File: config.mk
export PLATFORM = sky130hd
export DESIGN_NAME = servo_bus_poll_scheduler
export DESIGN_NICKNAME = d
export VERILOG_FILES = /design/src/hw/rtl/sbps_pkg.sv /design/src/hw/rtl/sbps_front.sv /design/src/hw/rtl/sbps_back.sv /design/src/hw/rtl/servo_bus_poll_scheduler.sv
export SDC_FILE = /design/constraint.sdc
export NUM_CORES = 1
export LEC_CHECK = 0
export ABC_AREA = 0
export ABC_CLOCK_PERIOD_IN_PS = 5900
export BUFFER_PORTS_ARGS = -buffer_cell sky130_fd_sc_hd__buf_2
export CAP_MARGIN = 30
export CORE_ASPECT_RATIO = 1.75
export CORE_MARGIN = 2
export CORE_UTILIZATION = 57
export CTS_BUF_LIST = sky130_fd_sc_hd__clkbuf_8
export DETAILED_ROUTE_END_ITERATION = 8
export GPL_ROUTABILITY_DRIVEN = 0
export PLACE_DENSITY_LB_ADDON = 0.08
export SLEW_MARGIN = 25
export SYNTH_ARGS = -nofsm -noshare
export SYNTH_HDL_FRONTEND = slang
export SYNTH_SLANG_ARGS = --single-unit
File: constraint.sdc
create_clock -name clk -period 5.9 [get_ports clk]
set_clock_uncertainty 0.1 [all_clocks]
set_input_delay 0.59 -clock clk [delete_from_list [all_inputs] [get_ports clk]]
set_output_delay 0.59 -clock clk [all_outputs]
set_load 0.005 [all_outputs]
File: src/hw/rtl/sbps_pkg.sv
`timescale 1ns / 1ps
package sbps_pkg;

	localparam int unsigned MaxServosDef  = 8;
	localparam int unsigned QueueDepthDef = 8;
	localparam int unsigned MaxResults    = 4;
	localparam logic [3:0]  MissSat       = 4'd15;

	typedef enum logic [1:0] {
		OP_TICK    = 2'd0,
		OP_ENQUEUE = 2'd1,
		OP_DONE    = 2'd2,
		OP_NONE    = 2'd3
	} op_t;

	typedef enum logic [1:0] {
		RK_REQUEST = 2'd0,
		RK_EVENT   = 2'd1,
		RK_ERROR   = 2'd2
	} result_kind_t;

	typedef enum logic [2:0] {
		RQ_CMD    = 3'd0,
		RQ_PING   = 3'd1,
		RQ_RAM    = 3'd2,
		RQ_EEP    = 3'd3,
		RQ_TORQUE = 3'd4
	} request_kind_t;

	typedef enum logic [2:0] {
		EV_CONNECTED    = 3'd0,
		EV_DISCONNECTED = 3'd1,
		EV_RAM          = 3'd2,
		EV_ALERT        = 3'd3,
		EV_EEP          = 3'd4
	} event_kind_t;

	typedef enum logic [1:0] {
		ER_OVERRUN    = 2'd0,
		ER_QUEUE_FULL = 2'd1,
		ER_UNKNOWN_ID = 2'd2,
		ER_CMD_FAILED = 2'd3
	} err_code_t;

	typedef enum logic [2:0] {
		AW_NONE    = 3'd0,
		AW_CMD     = 3'd1,
		AW_PING    = 3'd2,
		AW_POLLRAM = 3'd3,
		AW_EEP     = 3'd4,
		AW_RAM     = 3'd5,
		AW_TORQUE  = 3'd6
	} await_t;

	typedef enum logic [2:0] {
		CFG_NUM_SERVOS  = 3'd0,
		CFG_ID_LIST     = 3'd1,
		CFG_MAX_MISSED  = 3'd2,
		CFG_MODEL       = 3'd3
	} cfg_index_t;

	typedef enum logic [2:0] {
		ST_IDLE,
		ST_DECIDE,
		ST_SEARCH,
		ST_EMIT
	} back_state_t;

	// One classified input item as it travels from the front to the back part.
	typedef struct packed {
		op_t        op;
		logic       cmd_kind;
		logic [7:0] cmd_servo_id;
		logic [7:0] cmd_tag;
		logic       resp_error;
		logic       resp_alert;
		logic       model_ok;
	} work_t;

	typedef struct packed {
		result_kind_t  result_kind;
		request_kind_t request_kind;
		event_kind_t   event_kind;
		err_code_t     err_code;
		logic [7:0]    servo_id;
		logic [7:0]    out_tag;
	} result_t;

	function automatic result_t mk_req(request_kind_t k, logic [7:0] id, logic [7:0] tag);
		result_t r;
		r = '0;
		r.result_kind  = RK_REQUEST;
		r.request_kind = k;
		r.servo_id     = id;
		r.out_tag      = tag;
		return r;
	endfunction

	function automatic result_t mk_ev(event_kind_t k, logic [7:0] id);
		result_t r;
		r = '0;
		r.result_kind = RK_EVENT;
		r.event_kind  = k;
		r.servo_id    = id;
		return r;
	endfunction

	function automatic result_t mk_err(err_code_t k, logic [7:0] id);
		result_t r;
		r = '0;
		r.result_kind = RK_ERROR;
		r.err_code    = k;
		r.servo_id    = id;
		return r;
	endfunction

endpackage

File: src/hw/rtl/sbps_front.sv
`timescale 1ns / 1ps
module sbps_front
	import sbps_pkg::*;
(
	input  logic        clk,
	input  logic        arst_n,
	input  logic        in_valid,
	output logic        in_ready,
	input  logic [1:0]  op,
	input  logic        cmd_kind,
	input  logic [7:0]  cmd_servo_id,
	input  logic [7:0]  cmd_tag,
	input  logic        resp_error,
	input  logic        resp_alert,
	input  logic [15:0] resp_model,
	input  logic [15:0] expected_model,
	output logic        work_valid,
	input  logic        work_ready,
	output work_t       work
);

	// Two-entry queue between the front and the back part.
	work_t     q_q [2];
	logic      wp_q, rp_q;
	logic [1:0] cnt_q;
	work_t     cls;

	assign in_ready   = (cnt_q != 2'd2);
	assign work_valid = (cnt_q != 2'd0);
	assign work       = q_q[rp_q];

	always_comb begin
		cls              = '0;
		cls.op           = op_t'(op);
		cls.cmd_kind     = cmd_kind;
		cls.cmd_servo_id = cmd_servo_id;
		cls.cmd_tag      = cmd_tag;
		cls.resp_error   = resp_error;
		cls.resp_alert   = resp_alert;
		cls.model_ok     = (resp_model == expected_model);
	end

	always_ff @(posedge clk) begin
		if (in_valid && in_ready) begin
			q_q[wp_q] <= cls;
		end
	end

	always_ff @(posedge clk or negedge arst_n) begin
		if (!arst_n) begin
			wp_q  <= 1'b0;
			rp_q  <= 1'b0;
			cnt_q <= 2'd0;
		end else begin
			if (in_valid && in_ready) begin
				wp_q <= ~wp_q;
			end
			if (work_valid && work_ready) begin
				rp_q <= ~rp_q;
			end
			cnt_q <= cnt_q + 2'((in_valid && in_ready) ? 1 : 0)
				- 2'((work_valid && work_ready) ? 1 : 0);
		end
	end

	assert property (@(posedge clk) disable iff (!arst_n) cnt_q != 2'd3)
		else $error("front queue count out of range");
	assert property (@(posedge clk) disable iff (!arst_n)
		(cnt_q == 2'd2) |-> !in_ready)
		else $error("front queue accepted while full");
	assert property (@(posedge clk) disable iff (!arst_n)
		(cnt_q == 2'd0 && !(in_valid && in_ready)) |=> !work_valid)
		else $error("front queue invented an item");

endmodule

File: src/hw/rtl/sbps_back.sv
`timescale 1ns / 1ps
module sbps_back
	import sbps_pkg::*;
#(
	parameter int unsigned MAX_SERVOS  = MaxServosDef,
	parameter int unsigned QUEUE_DEPTH = QueueDepthDef
) (
	input  logic        clk,
	input  logic        arst_n,
	input  logic        work_valid,
	output logic        work_ready,
	input  work_t       work,
	input  logic [3:0]  num_servos,
	input  logic [63:0] servo_id_list,
	input  logic [3:0]  max_missed,
	output logic        out_valid,
	input  logic        out_ready,
	output result_t     res,
	output logic        last
);

	localparam int unsigned SW = (MAX_SERVOS > 1) ? $clog2(MAX_SERVOS) : 1;
	localparam int unsigned QW = (QUEUE_DEPTH > 1) ? $clog2(QUEUE_DEPTH) : 1;
	localparam int unsigned LW = $clog2(QUEUE_DEPTH + 1);

	back_state_t state_q, state_d;

	logic [MAX_SERVOS-1:0] conn_q, tried_q, alert_q;
	logic [3:0]            missed_q [MAX_SERVOS];
	logic [3:0]            pidx_q;
	logic                  pact_q, ppend_q, busy_q;
	await_t                aw_q;
	logic [16:0]           fifo_mem [QUEUE_DEPTH];
	logic [QW-1:0]         rd_q, wr_q;
	logic [LW-1:0]         lvl_q;
	logic [16:0]           cur_q;

	// Result buffer for the item in hand.
	result_t     rbuf_q [MaxResults];
	logic [2:0]  rn_q, ri_q;

	// Id search for a queued EEPROM read.
	logic [3:0]  sk_q;
	logic        found_q;

	logic [3:0]  cnt_eff;
	logic [SW-1:0] si;
	logic [7:0]  sid;
	logic [16:0] fifo_head;

	assign cnt_eff   = (num_servos > 4'(MAX_SERVOS)) ? 4'(MAX_SERVOS) : num_servos;
	assign si        = pidx_q[SW-1:0];
	assign sid       = servo_id_list[{3'(si), 3'b000} +: 8];
	assign fifo_head = fifo_mem[rd_q];

	function automatic logic [QW-1:0] qinc(logic [QW-1:0] p);
		if (32'(p) == QUEUE_DEPTH - 1) begin
			return '0;
		end
		return p + QW'(1);
	endfunction

	// Next-state values computed in DECIDE.
	logic [MAX_SERVOS-1:0] conn_n, tried_n, alert_n;
	logic [3:0]            miss_n;
	logic                  miss_we;
	logic [3:0]            pidx_n;
	logic                  pact_n, ppend_n, busy_n;
	await_t                aw_n;
	logic [QW-1:0]         rd_n, wr_n;
	logic [LW-1:0]         lvl_n;
	logic [16:0]           cur_n;
	logic                  fifo_we;
	result_t               rb_n [MaxResults];
	logic [2:0]            rn_n;
	logic                  go_search;

	always_comb begin
		logic [3:0] m;
		logic       ps;
		logic       done_servo;
		logic [2:0] n;
		logic [7:0] hid;
		logic [SW-1:0] ci;
		logic [7:0] cid;
		logic       run_cmd;
		conn_n = conn_q; tried_n = tried_q; alert_n = alert_q;
		miss_n = missed_q[si]; miss_we = 1'b0;
		pidx_n = pidx_q; pact_n = pact_q; ppend_n = ppend_q; busy_n = busy_q;
		aw_n = aw_q; rd_n = rd_q; wr_n = wr_q; lvl_n = lvl_q; cur_n = cur_q;
		fifo_we = 1'b0; go_search = 1'b0;
		for (int k = 0; k < MaxResults; k++) begin
			rb_n[k] = '0;
		end
		n = 3'd0; ps = 1'b0; done_servo = 1'b0; run_cmd = 1'b0;
		m = missed_q[si];
		hid = fifo_head[15:8];
		ci = '0;
		cid = '0;
		case (work.op)
			OP_TICK: begin
				if (pact_q || ppend_q) begin
					rb_n[0] = mk_err(ER_OVERRUN, 8'd0); n = 3'd1;
				end else begin
					pidx_n = 4'd0;
					if (!busy_q) begin
						busy_n = 1'b1; pact_n = 1'b1; ps = 1'b1;
					end else begin
						ppend_n = 1'b1;
					end
				end
			end
			OP_ENQUEUE: begin
				if (32'(lvl_q) >= QUEUE_DEPTH) begin
					rb_n[0] = mk_err(ER_QUEUE_FULL, work.cmd_servo_id); n = 3'd1;
				end else begin
					fifo_we = 1'b1;
					wr_n = qinc(wr_q);
					lvl_n = lvl_q + LW'(1);
					if (!busy_q) begin
						busy_n = 1'b1;
						// The new item is the head when the queue was empty.
						aw_n = AW_CMD; cur_n = {work.cmd_kind, work.cmd_servo_id, work.cmd_tag};
						lvl_n = lvl_q; rd_n = qinc(rd_q);
						rb_n[0] = mk_req(RQ_CMD, work.cmd_servo_id, work.cmd_tag); n = 3'd1;
					end
				end
			end
			OP_DONE: begin
				case (aw_q)
					AW_CMD: begin
						cid = cur_q[15:8];
						if (work.resp_error) begin
							rb_n[0] = mk_err(ER_CMD_FAILED, cid); n = 3'd1; run_cmd = 1'b1;
						end else if (cur_q[16]) begin
							go_search = 1'b1;
						end else begin
							run_cmd = 1'b1;
						end
					end
					AW_PING: begin
						if (work.resp_error || !work.model_ok) begin
							done_servo = 1'b1;
						end else begin
							aw_n = AW_EEP; rb_n[0] = mk_req(RQ_EEP, sid, 8'd0); n = 3'd1;
						end
					end
					AW_POLLRAM: begin
						if (work.resp_error) begin
							if (m < MissSat) m = m + 4'd1;
							miss_n = m; miss_we = 1'b1;
							if (m >= max_missed) begin
								conn_n[si] = 1'b0;
								rb_n[0] = mk_ev(EV_DISCONNECTED, sid); n = 3'd1;
							end
							done_servo = 1'b1;
						end else if (lvl_q != '0) begin
							pact_n = 1'b0; ppend_n = 1'b1; run_cmd = 1'b1;
						end else begin
							miss_n = 4'd0; miss_we = 1'b1;
							rb_n[0] = mk_ev(EV_RAM, sid); n = 3'd1;
							if (work.resp_alert) begin
								if (!alert_q[si]) begin
									rb_n[1] = mk_ev(EV_ALERT, sid); n = 3'd2;
									alert_n[si] = 1'b1;
								end
							end else begin
								alert_n[si] = 1'b0;
							end
							done_servo = 1'b1;
						end
					end
					AW_EEP: begin
						if (work.resp_error) begin
							done_servo = 1'b1;
						end else begin
							aw_n = AW_RAM; rb_n[0] = mk_req(RQ_RAM, sid, 8'd0); n = 3'd1;
						end
					end
					AW_RAM: begin
						if (work.resp_error) begin
							done_servo = 1'b1;
						end else begin
							aw_n = AW_TORQUE; rb_n[0] = mk_req(RQ_TORQUE, sid, 8'd0); n = 3'd1;
						end
					end
					AW_TORQUE: begin
						if (!work.resp_error) begin
							miss_n = 4'd0; miss_we = 1'b1; conn_n[si] = 1'b1;
							rb_n[0] = mk_ev(EV_CONNECTED, sid); n = 3'd1;
						end
						done_servo = 1'b1;
					end
					default: ;
				endcase
			end
			default: ;
		endcase
		if (done_servo) begin
			if (!tried_q[si]) begin
				tried_n[si] = 1'b1;
				if (!conn_n[si]) begin
					rb_n[n[1:0]] = mk_ev(EV_DISCONNECTED, sid); n = n + 3'd1;
				end
			end
			pidx_n = pidx_q + 4'd1;
			ps = 1'b1;
		end
		// Bus arbitration: a poll step may fall back to the command path.
		if (ps) begin
			if (lvl_q != '0) begin
				pact_n = 1'b0; ppend_n = 1'b1; run_cmd = 1'b1;
			end else if (pidx_n >= cnt_eff) begin
				pact_n = 1'b0; run_cmd = 1'b1;
			end else begin
				ci = pidx_n[SW-1:0];
				if (conn_n[ci]) begin
					aw_n = AW_POLLRAM;
					rb_n[n[1:0]] = mk_req(RQ_RAM, servo_id_list[{3'(ci), 3'b000} +: 8], 8'd0);
				end else begin
					aw_n = AW_PING;
					rb_n[n[1:0]] = mk_req(RQ_PING, servo_id_list[{3'(ci), 3'b000} +: 8], 8'd0);
				end
				n = n + 3'd1;
			end
		end
		if (run_cmd) begin
			if (lvl_q != '0) begin
				cur_n = fifo_head; rd_n = qinc(rd_q); lvl_n = lvl_q - LW'(1);
				aw_n = AW_CMD;
				rb_n[n[1:0]] = mk_req(RQ_CMD, hid, fifo_head[7:0]); n = n + 3'd1;
			end else if (ppend_n) begin
				// A pending poll starts from the current index.
				pact_n = 1'b1; ppend_n = 1'b0;
				if (pidx_n >= cnt_eff) begin
					pact_n = 1'b0; busy_n = 1'b0; aw_n = AW_NONE;
				end else begin
					ci = pidx_n[SW-1:0];
					if (conn_n[ci]) begin
						aw_n = AW_POLLRAM;
						rb_n[n[1:0]] = mk_req(RQ_RAM, servo_id_list[{3'(ci), 3'b000} +: 8], 8'd0);
					end else begin
						aw_n = AW_PING;
						rb_n[n[1:0]] = mk_req(RQ_PING, servo_id_list[{3'(ci), 3'b000} +: 8], 8'd0);
					end
					n = n + 3'd1;
				end
			end else begin
				busy_n = 1'b0; aw_n = AW_NONE;
			end
		end
		rn_n = n;
	end

	// After the id search, the queued EEPROM read finishes via the command path:
	// the next queued command, else a pending poll step.
	result_t search_res;
	result_t next_res;
	always_comb begin
		search_res = found_q ? mk_ev(EV_EEP, cur_q[15:8]) : mk_err(ER_UNKNOWN_ID, cur_q[15:8]);
		if (lvl_q != '0) begin
			next_res = mk_req(RQ_CMD, fifo_head[15:8], fifo_head[7:0]);
		end else begin
			next_res = mk_req(conn_q[si] ? RQ_RAM : RQ_PING, sid, 8'd0);
		end
	end

	assign work_ready = (state_q == ST_DECIDE);
	assign out_valid  = (state_q == ST_EMIT);
	assign res        = rbuf_q[ri_q[1:0]];
	assign last       = (ri_q + 3'd1 == rn_q);

	always_comb begin
		state_d = state_q;
		case (state_q)
			ST_IDLE: if (work_valid) state_d = ST_DECIDE;
			ST_DECIDE: begin
				if (go_search) state_d = ST_SEARCH;
				else if (rn_n != 3'd0) state_d = ST_EMIT;
				else state_d = ST_IDLE;
			end
			ST_SEARCH: if (sk_q >= cnt_eff || found_q) state_d = ST_EMIT;
			ST_EMIT: if (out_ready && last) state_d = ST_IDLE;
			default: state_d = ST_IDLE;
		endcase
	end

	always_ff @(posedge clk) begin
		if (state_q == ST_DECIDE && fifo_we) begin
			fifo_mem[wr_q] <= {work.cmd_kind, work.cmd_servo_id, work.cmd_tag};
		end
		if (state_q == ST_DECIDE) begin
			for (int k = 0; k < MaxResults; k++) rbuf_q[k] <= rb_n[k];
		end else if (state_q == ST_SEARCH && (sk_q >= cnt_eff || found_q)) begin
			rbuf_q[0] <= search_res;
			rbuf_q[1] <= next_res;
		end
	end

	always_ff @(posedge clk or negedge arst_n) begin
		if (!arst_n) begin
			state_q <= ST_IDLE;
			conn_q <= '0; tried_q <= '0; alert_q <= '0;
			for (int k = 0; k < MAX_SERVOS; k++) missed_q[k] <= 4'd0;
			pidx_q <= 4'd0; pact_q <= 1'b0; ppend_q <= 1'b0; busy_q <= 1'b0;
			aw_q <= AW_NONE; rd_q <= '0; wr_q <= '0; lvl_q <= '0; cur_q <= '0;
			rn_q <= 3'd0; ri_q <= 3'd0; sk_q <= 4'd0; found_q <= 1'b0;
		end else begin
			state_q <= state_d;
			case (state_q)
				ST_DECIDE: begin
					conn_q <= conn_n; tried_q <= tried_n; alert_q <= alert_n;
					if (miss_we) missed_q[si] <= miss_n;
					pidx_q <= pidx_n; pact_q <= pact_n; ppend_q <= ppend_n;
					busy_q <= busy_n; aw_q <= aw_n; rd_q <= rd_n; wr_q <= wr_n;
					lvl_q <= lvl_n; cur_q <= cur_n;
					rn_q <= rn_n; ri_q <= 3'd0; sk_q <= 4'd0; found_q <= 1'b0;
				end
				ST_SEARCH: begin
					if (sk_q >= cnt_eff || found_q) begin
						ri_q <= 3'd0;
						if (lvl_q != '0) begin
							cur_q <= fifo_head; rd_q <= qinc(rd_q);
							lvl_q <= lvl_q - LW'(1); aw_q <= AW_CMD; rn_q <= 3'd2;
						end else if (ppend_q) begin
							ppend_q <= 1'b0;
							if (pidx_q >= cnt_eff) begin
								rn_q <= 3'd1;
								pact_q <= 1'b0; busy_q <= 1'b0; aw_q <= AW_NONE;
							end else begin
								rn_q <= 3'd2;
								pact_q <= 1'b1;
								aw_q <= conn_q[si] ? AW_POLLRAM : AW_PING;
							end
						end else begin
							rn_q <= 3'd1; busy_q <= 1'b0; aw_q <= AW_NONE;
						end
					end else begin
						if (servo_id_list[{sk_q[2:0], 3'b000} +: 8] == cur_q[15:8])
							found_q <= 1'b1;
						else
							sk_q <= sk_q + 4'd1;
					end
				end
				ST_EMIT: if (out_ready) ri_q <= ri_q + 3'd1;
				default: ;
			endcase
		end
	end

	assert property (@(posedge clk) disable iff (!arst_n)
		out_valid |-> (rn_q != 3'd0 && ri_q < rn_q))
		else $error("emitting beyond result count");
	assert property (@(posedge clk) disable iff (!arst_n)
		32'(lvl_q) <= QUEUE_DEPTH)
		else $error("command queue level overflow");
	assert property (@(posedge clk) disable iff (!arst_n)
		(aw_q != AW_NONE) |-> busy_q)
		else $error("transfer outstanding while bus free");
	assert property (@(posedge clk) disable iff (!arst_n)
		!(pact_q && ppend_q))
		else $error("poll both active and pending");

endmodule

File: src/hw/rtl/servo_bus_poll_scheduler.sv
`timescale 1ns / 1ps
// Flow: an accepted input item is registered in the front queue, and the
// back part's sequencer then passes from IDLE through DECIDE to EMIT to offer
// the first result; a queued EEPROM read adds an id search over the servo list.
// The back part's sequencer handles one item at a time: it takes no new item
// until every result of the last one has been taken.
// Reset: arst_n clears all servo state, the poll, the command queue and the
// configuration registers (max_missed returns to three).
module servo_bus_poll_scheduler
	import sbps_pkg::*;
#(
	parameter int unsigned MAX_SERVOS  = MaxServosDef,
	parameter int unsigned QUEUE_DEPTH = QueueDepthDef
) (
	input  logic        clk,
	input  logic        arst_n,
	input  logic        cfg_we,
	input  logic [1:0]  cfg_index,
	input  logic [63:0] cfg_data,
	input  logic        in_valid,
	output logic        in_ready,
	input  logic [1:0]  op,
	input  logic        cmd_kind,
	input  logic [7:0]  cmd_servo_id,
	input  logic [7:0]  cmd_tag,
	input  logic        resp_error,
	input  logic        resp_alert,
	input  logic [15:0] resp_model,
	output logic        out_valid,
	input  logic        out_ready,
	output logic [1:0]  result_kind,
	output logic [2:0]  request_kind,
	output logic [2:0]  event_kind,
	output logic [1:0]  err_code,
	output logic [7:0]  servo_id,
	output logic [7:0]  out_tag,
	output logic        last
);

	logic [3:0]  num_servos_q;
	logic [63:0] id_list_q;
	logic [3:0]  max_missed_q;
	logic [15:0] model_q;
	logic        work_valid, work_ready;
	work_t       work;
	result_t     res;

	always_ff @(posedge clk or negedge arst_n) begin
		if (!arst_n) begin
			num_servos_q  <= 4'd0;
			id_list_q     <= 64'd0;
			max_missed_q  <= 4'd3;
			model_q       <= 16'd0;
		end else if (cfg_we) begin
			case (cfg_index_t'({1'b0, cfg_index}))
				CFG_NUM_SERVOS:  num_servos_q  <= cfg_data[3:0];
				CFG_ID_LIST:     id_list_q     <= cfg_data;
				CFG_MAX_MISSED:  max_missed_q  <= cfg_data[3:0];
				CFG_MODEL:       model_q       <= cfg_data[15:0];
				default: ;
			endcase
		end
	end

	sbps_front u_front (
		.clk, .arst_n, .in_valid, .in_ready, .op, .cmd_kind, .cmd_servo_id,
		.cmd_tag, .resp_error, .resp_alert, .resp_model,
		.expected_model(model_q), .work_valid, .work_ready, .work
	);

	sbps_back #(.MAX_SERVOS(MAX_SERVOS), .QUEUE_DEPTH(QUEUE_DEPTH)) u_back (
		.clk, .arst_n, .work_valid, .work_ready, .work,
		.num_servos(num_servos_q), .servo_id_list(id_list_q),
		.max_missed(max_missed_q), .out_valid, .out_ready, .res, .last
	);

	assign result_kind  = res.result_kind;
	assign request_kind = res.request_kind;
	assign event_kind   = res.event_kind;
	assign err_code     = res.err_code;
	assign servo_id     = res.servo_id;
	assign out_tag      = res.out_tag;

endmodule

==> key figures, run 1 <==
Status
  – Run status: complete, no violations

Floorplan
  – Horizontal extent of the die: roughly 160 um
  – Placeable core area: 40,830 um2
  – Starting density of the core: slightly below 60%
  – Overall die area: about 43,000 um2
  – Chip Height: ~270 um
  – Std-Cell Rows: 98
  – Top Ports: about 140

STA
  – Max-slew violation total from the final report: 0
  – Worst Max-Slew Pin Slew: ~1.1 ns
  – Setup violators final: 0
  – Final Critical Period: between 5 and 6 ns
  – Fin Setup TNS: 0 ns
  – Normalized max-slew margin: a little under a quarter
  – Hold Violations, Final: 0
  – Upper clock frequency limit: about 0.17 GHz
  – Crit share post-route: a little over nine tenths

Power and ir drop
  – Pwr/cell area: 553.7 nW/um2
  – Overall Power: approximately 15 mW
  – Leakage power: about 11 nW
  – Worst-case vdd ir drop: 278.5 uV

Synth
  – Top cell type's share of synthesized area: between 30% and 40%
  – Mean Syn Cell Area: between 10 and 15 um2
  – Top flip-flop cell by instance count after synthesis: sky130_fd_sc_hd__edfxtp_1
  – Area contributors post-synth: sky130_fd_sc_hd__edfxtp_1 (32%), sky130_fd_sc_hd__dfrtp_1 (20%), sky130_fd_sc_hd__mux4_2 (7.2%)
  – Yosys top cell by area: sky130_fd_sc_hd__edfxtp_1
  – Flops & latches, synth: 454
  – Synthesized Nets: ~2,100
  – Gate count of the mapped netlist: about 1,900
  – Post-synthesis instance area: 23,620 um2
  – Async S/R FF share, synth: a little over two fifths
  – Number of unique standard cell types used by synthesis: 105
  – Number of enable-type register cells in the synthesized netlist: 248
  – Register area share after synthesis: between 50% and 60%
  – Count of synthesis-stage warnings from yosys: 0

Global routing
  – Via count of the first global-routing pass: 18,380
  – Most used routing layer in global routing: met2
  – Wire length of the first global-routing pass: 107,500 um
  – Maximum number of pins on one net before global-route repair: between 100 and 150
  – Number of antenna violations at the first check in global routing: 1
  – Overall overflow remaining after global route: 0
  – Global-route total usage across every layer: between 30% and 40%
  – Met2 GRT Util: around three fifths
  – Met1 GRT Util: 33.81%
  – GR Layer Usage met3: roughly 7.5%

Critical path
  – Worst-path fanout max: 7
  – Arrival time worst endpoint: slightly above 6 ns
  – First element of the critical path: u_back.pidx_q[2]
  – Startpoint type of the worst setup path: flop
  – Register-to-register setup slack: approximately 0.16 ns
  – Required time worst endpoint: between 6 and 7 ns
  – Worst Setup Path Type: reg -> reg
  – Max stage delay on crit path: roughly 0.48 ns
  – Worst Reg2Reg Path Length in Cells: 27
  – Worst reg2reg endpoint: u_back.rbuf_q[1][9]
  – Launching point of the worst reg2reg path: u_back.pidx_q[2]
  – Sort of element at the end of the critical path: flop
  – Master of the slowest instance on the critical path: sky130_fd_sc_hd__dfrtp_2
  – CP most frequent cell: sky130_fd_sc_hd__buf_4
  – Timing endpoint of the critical path: u_back.rbuf_q[1][9]

Route
  – Detailed-routing iteration count for the pre-antenna-repair pass: 8
  – DRC violation count after routing: 0
  – Count of vias placed by the detailed router: 17,910
  – DR WL/cell: approximately 26 um
  – Initial DRC Count: 1,797
  – Vias per cell: between 6 and 7
  – Count of antenna-violating nets left after detailed routing: 0
  – Final WL: approximately 72,000 um

Min path
  – Classification of the worst-slack hold path: in -> reg
  – WHS Path Cells: 1

Final layout
  – Number of fill cells: between 3,000 and 4,000
  – Leading cell type in the layout, fill and taps excluded: sky130_fd_sc_hd__edfxtp_1
  – Most used cells in the layout excluding fill and tap cells: sky130_fd_sc_hd__edfxtp_1 (248), sky130_fd_sc_hd__dfrtp_1 (184), sky130_fd_sc_hd__nor2_1 (172), sky130_fd_sc_hd__mux2_2 (139), sky130_fd_sc_hd__buf_2 (135)
  – Number of non-filler instances in the completed layout: 2,742
  – Post-layout util: between 60 and 70%
  – Area added between synthesis and finish: 15.34%
  – NumNets Final: around 2,300
  – Fraction of final layout cells sized beyond drive strength 1: a little under a third

Run
  – Max_cap viols: 0

Clock network
  – Total CTS buffers: 67
  – Sinks on Clock Net: 454
  – Number of H-tree levels: 3
  – Clock insertion delay at the later pin of the skew report: between 0.6 and 0.7 ns
  – Buffer depth of the longest clock path: 3
  – Clock input transition at the sequential cells of the worst setup and hold paths: around 0.070 ns
  – CTS root buf: sky130_fd_sc_hd__clkbuf_8
  – TritonCTS clock tree: yes

Placement
  – Total instance count after detailed placement: ~2,600
  – Half-perimeter wire length after placement: 52,510 um
  – # port buffers: 136
==> Yosys cell counts (all sizes together) (43+ instances only) <==
| master | number |
|---|---|
| edfxtp | 248 |
| dfrtp | 188 |
| nor2 | 180 |
| mux2 | 142 |
| nand2 | 134 |
| o21ai | 101 |
| a21oi | 86 |
| mux4 | 75 |
| clkbuf | 61 |
| o22ai | 58 |
| mux2i | 55 |
| ha | 51 |
| inv | 43 |
==> repair_timing <==
item | CTS | global route
resized for setup | 8 | 75
endpoints found under the hold margin | 0 | 32
hold buffers | 0 | 1
setup endpoints to repair | 61 | 85
pin swaps | 1 | 20
setup buffers | 0 | 13
gates cloned | 0 | 0
==> final cells by class <==
class	instances	area, um2	share of cell area, %
inverters	43	161.4	0.5924
multi-input cells	1326	10950	40.19
repair buffers	251	1605	5.892
well taps	550	688.2	2.526
flip-flops and latches	454	12530	45.99
diodes	1	2.502	0.009185
clock buffers	74	1018	3.738
clock inverters	43	289.0	1.061
==> through the flow <==
step | hold WS, ns | area (um2) | worst slack (ns)
global placement | 0.3431 | 25370 | 0.005074
floorplan | 0.1944 | 23700 | 0.004671
CTS | 0.003281 | 26760 | 0.009665
global route | 0.01639 | 27240 | -0.08256
finish | 0.03330 | 27240 | 0.1553
detailed placement | 0.3380 | 25420 | -0.2390
==> power breakdown <==
part | switching [mW] | internal, mW | leakage (nW) | total (mW)
combinational | 4.76 | 2.90 | 5.05 | 7.65
sequential | 0.623 | 4.28 | 4.80 | 4.90
clock | 1.23 | 1.30 | 0.747 | 2.53
==> critical path: cells and delay by family (launching register included) <==
| family | cells | cell delay (ns) |
|---|---|---|
| buf+inv | 5 | 0.69 |
| fa+ha+maj | 3 | 0.75 |
| xor+xnor | 2 | 0.32 |
| simple gates | 7 | 1.22 |
| flops | 1 | 0.48 |
| compound gates | 10 | 1.91 |
==> worst min-delay path by stage <==
stage                              start                    to  slack, ns
finish                             op[0]    u_front.q_q[0][20]       0.03
global route                  cmd_tag[5]     u_front.q_q[0][8]       0.02
CTS                               arst_n           model_q[13]      0.003
detailed placement  u_back.rbuf_q[0][16]  u_back.rbuf_q[0][16]       0.34
global placement    u_back.rbuf_q[0][18]  u_back.rbuf_q[0][18]       0.34
floorplan                         arst_n             async pin       0.19
==> registers in the layout (all words and copies together) (netlist names), 2 cells and up, named ones only <==
signal	flops
u_back.fifo_mem	136
u_back.rbuf_q	84
id_list_q	64
u_front.q_q	44
u_back.missed_q	32
model_q	16
u_back.cur_q	9
u_back.conn_q	8
u_back.tried_q	8
max_missed_q	4
num_servos_q	4
u_back.lvl_q	4
u_back.pidx_q	4
u_back.sk_q	4
u_back.aw_q	3
u_back.rd_q	3
u_back.ri_q	3
u_back.rn_q	3
u_back.wr_q	3
u_back.state_q	2
u_front.cnt_q	2
==> cell families (layout without fill, tap and decap cells) <==
logic type / after synthesis / after routing / share of synthesized area, %
adder cells (fa/ha/maj): 51 / 51 / 2.701
AO/OA/AOI/OAI: 461 / 461 / 13.44
AND/OR/NAND/NOR: 502 / 502 / 10.25
buffers and inverters: 145 / 411 / 2.617
XOR/XNOR: 40 / 40 / 1.594
flip-flops: 454 / 454 / 53.02
multiplexers: 272 / 272 / 16.37
other: 0 / 1 / 0
==> routing by layer <==
metal	vias up	wire (um)
met5	-	0
met4	0	6630
met3	348	5053
met2	897	37320
met1	8795	23180
li1	7865	-
Note: power is estimated with default switching activity, not from simulation.
==> inputs of run 2 (changes only) <==
SETUP_SLACK_MARGIN = 0.5   (was not set)
==> run 2 against run 1 <==
  * Hold slack got worse by 0.0099 ns
  * Worst setup slack improved by 0.25 ns
  * Via count rose by 2.1%
  * Non-clock buffer count rose by 17
  * Die area unchanged
  * Global-route usage rose by 0.38 points
  * Clock power increased by 8.7%
  * Flip-flop and latch count is the same
  * Sequential share of layout area is 1.0 points lower
  * Cell area increased by 2.3%
  * Combinational power rose by 5.0%
  * Register-to-register slack better by 0.25 ns
==> key figures, run 2 (same netlist as run 1, synthesis figures left out) <==
Status
  – Run status: complete, no violations

Critical path
  – Worst-path fanout max: 8 (+1)
  – Worst Reg2Reg Path Length in Cells: 26 (-3.7%)
  – Launching point of the worst reg2reg path: u_back.pidx_q[0]
  – Timing endpoint of the critical path: u_back.rbuf_q[3][12]
  – Worst Setup Path Type: reg -> reg
  – Register-to-register setup slack: 0.41 ns (+0.25 ns)
  – Master of the slowest instance on the critical path: sky130_fd_sc_hd__dfrtp_2
  – Sort of element at the end of the critical path: flop
  – Max stage delay on crit path: 0.51 ns (+0.03 ns)
  – Required time worst endpoint: 6.20 ns (+0.02 ns)
  – First element of the critical path: u_back.pidx_q[0]
  – Startpoint type of the worst setup path: flop
  – Worst reg2reg endpoint: u_back.rbuf_q[3][12]
  – CP most frequent cell: sky130_fd_sc_hd__ha_4
  – Arrival time worst endpoint: 5.79 ns (-0.24 ns)

STA
  – Crit share post-route: 93.09% (-4.3 points)
  – Hold Violations, Final: 0 (unchanged)
  – Unrepaired setup endpoints after global routing: yes
  – Fin Setup TNS: 0 ns (unchanged)
  – Max-slew violation total from the final report: 0 (unchanged)
  – Setup violators final: 0 (unchanged)
  – Upper clock frequency limit: 0.1821 GHz (+4.6%)
  – Worst Max-Slew Pin Slew: 1.216 ns (+0.07363 ns)
  – Final setup margin: 0.4076 ns (+0.2523 ns)
  – Final Critical Period: 5.492 ns (-0.2523 ns)
  – Normalized max-slew margin: 18.06% (-5.8 points)

Min path
  – Startpoint of the lowest-slack hold path: cmd_tag[5]
  – Classification of the worst-slack hold path: in -> reg

Route
  – DR WL/cell: 26.35 um (about the same)
  – Final WL: 72,850 um (+0.92%)
  – Count of antenna-violating nets left after detailed routing: 0 (unchanged)
  – Detailed-routing iteration count for the pre-antenna-repair pass: 7 (-1)
  – DRC violation count after routing: 0 (unchanged)
  – Vias per cell: 6.612 (+1.3%)
  – Count of vias placed by the detailed router: 18,280 (+2.1%)
  – Initial DRC Count: 1,908 (+6.2%)

Power and ir drop
  – Portion of total power attributed to the clock network: 17.5% (+0.7 points)
  – Cell internal power dissipation: 8.805 mW (+3.9%)
  – Relative contribution of combinational cells to total power: 51.1% (+0.4 points)
  – Flop pwr share: 31.3% (-1.2 points)
  – Net Switching: 6.888 mW (+4.2%)
  – Leakage power: 10.80 nW (+1.9%)
  – Pwr/cell area: 563.2 nW/um2 (+1.7%)
  – Switching part of the total: 43.89% (+0.061 points)
  – Worst-case vdd ir drop: 261.5 uV (-6.1%)

Final layout
  – NumNets Final: 2,321 (+0.83%)
  – Leading cell type in the layout, fill and taps excluded: sky130_fd_sc_hd__edfxtp_1
  – Max FFs per register: 136 (unchanged)
  – Register bank with the most flops: u_back.fifo_mem
  – Number of fill cells: 3,029 (-2.4%)
  – Final standard cell area without fillers: 27,870 um2 (+2.3%)
  – Fraction of final layout cells sized beyond drive strength 1: 32.75% (+2.5 points)
  – Most used cells in the layout excluding fill and tap cells: sky130_fd_sc_hd__edfxtp_1 (248), sky130_fd_sc_hd__dfrtp_1 (184), sky130_fd_sc_hd__nor2_1 (170), sky130_fd_sc_hd__mux2_2 (139), sky130_fd_sc_hd__buf_2 (136)
  – Area added between synthesis and finish: 17.97%
  – Largest registers ranked by flip-flop count: u_back.fifo_mem (136), u_back.rbuf_q (84), id_list_q (64)

Clock network
  – Sinks on Clock Net: 454 (unchanged)
  – Total CTS buffers: 68 (+1.5%)
  – TritonCTS clock tree: yes
  – Clock insertion delay at the later pin of the skew report: 0.66 ns (about the same)
  – Number of H-tree levels: 3 (unchanged)
  – Clock input transition at the sequential cells of the worst setup and hold paths: 0.08 ns (about the same)
  – CTS root buf: sky130_fd_sc_hd__clkbuf_8
  – Buffer depth of the longest clock path: 3 (unchanged)

Global routing
  – Wire length of the first global-routing pass: 109,000 um (+1.4%)
  – Global-route total usage across every layer: 34.22% (+0.38 points)
  – Via count of the first global-routing pass: 18,590 (+1.1%)
  – Number of antenna violations at the first check in global routing: 2 (+1)
  – Maximum number of pins on one net before global-route repair: 88 (-23%)
  – Overall overflow remaining after global route: 0 (unchanged)

Floorplan
  – Placeable core area: 40,830 um2 (unchanged)
  – Std-Cell Rows: 98 (unchanged)
  – Chip Height: 273.3 um (unchanged)
  – Horizontal extent of the die: 157.9 um (unchanged)
  – Overall die area: 43,150 um2 (unchanged)
  – Starting density of the core: 57.85% (unchanged)
  – Top Ports: 137 (unchanged)

Placement
  – Worst Setup Slack post-DPL: 0.001548 ns (+0.2405 ns)
  – # port buffers: 136 (unchanged)
  – Half-perimeter wire length after placement: 51,990 um (-0.99%)
  – Total cell area at the placement stage: 25,430 um2 (about the same)

Run
  – Max_cap viols: 0 (unchanged)
run 2: changes by cell type in the layout (fill, tap and decap cells not counted), sizes merged:
cell | before | now
a21boi | 6 | 7
buf | 249 | 252
bufinv | 3 | 5
clkbuf | 75 | 79
clkinv | 9 | 20
clkinvlp | 3 | 2
dlygate4sd3 | 1 | 14
inv | 71 | 61
run 2: worst min path at each step:
stage                     cells past startpoint                    to
final                                         1     u_front.q_q[1][8]
after global routing                          1    u_front.q_q[1][11]
after CTS                                     1    u_front.q_q[1][11]
after detailed placement                      2  u_back.rbuf_q[0][16]
after global placement                        2  u_back.rbuf_q[0][16]
after floorplan                               0             async pin
run 2: metrics by stage:
| stage | hold WS, ns | util [%] | cells | power [mW] |
|---|---|---|---|---|
| finish | 0.02343 | 68.25 | 2765 | 15.69 |
| global route | 0.01287 | 68.25 | 2765 | 16.35 |
| CTS | 0.00009232 | 66.75 | 2726 | 14.95 |
| detailed placement | 0.3441 | 62.27 | 2577 | 11.95 |
| global placement | 0.3339 | 62.16 | 2573 | 11.79 |
| floorplan | 0.1944 | - | 1925 | 9.578 |
run 2: worst max-delay path, delay by kind of cell, from the launching register on:
family / cells / cell delay, ns
muxes: 1 / 0.33
and+or+nand+nor: 9 / 1.31
buffers and inverters: 4 / 0.49
DFF: 1 / 0.51
AOI/OAI and AO/OA: 7 / 1.37
adders and majority gates: 5 / 1.14
run 2: layout make-up:
type	count	area (um2)	share of cell area, %
diodes	1	2.502	0.008980
clock buffers	77	1060	3.803
clock inverters	45	380.4	1.365
inverters	43	161.4	0.5792
multi-input cells	1327	11260	40.42
flip-flops and latches	454	12530	44.96
well taps	550	688.2	2.469
repair buffers	268	1780	6.389
run 2: power by group through the flow:
stage	sequential, mW	combinational [mW]	clock, mW
2_1_floorplan	4.60	4.98	0
3_3_place_gp	4.92	6.87	0
3_5_place_dp	4.95	7.00	0
4_1_cts	4.90	7.27	2.79
5_1_grt	4.99	8.45	2.91
6_report	4.92	8.03	2.75
run 2: layer usage:
layer | part of all wire, % | track usage, % | vias to the layer above
li1 | - | - | 7916
met1 | 32 | 36.02 | 8910
met2 | 51 | 59.65 | 1057
met3 | 7.4 | 6.586 | 400
met4 | 9.3 | 25.89 | 0
met5 | 0 | 0 | -
run 2: repair_timing:
item,in CTS,in global routing
buffers inserted,13,36
cloned,0,1
endpoints found under the setup margin,86,85
endpoints found under the hold margin,110,0
resized for setup,27,74
pin swaps,16,33
hold buffers,14,0
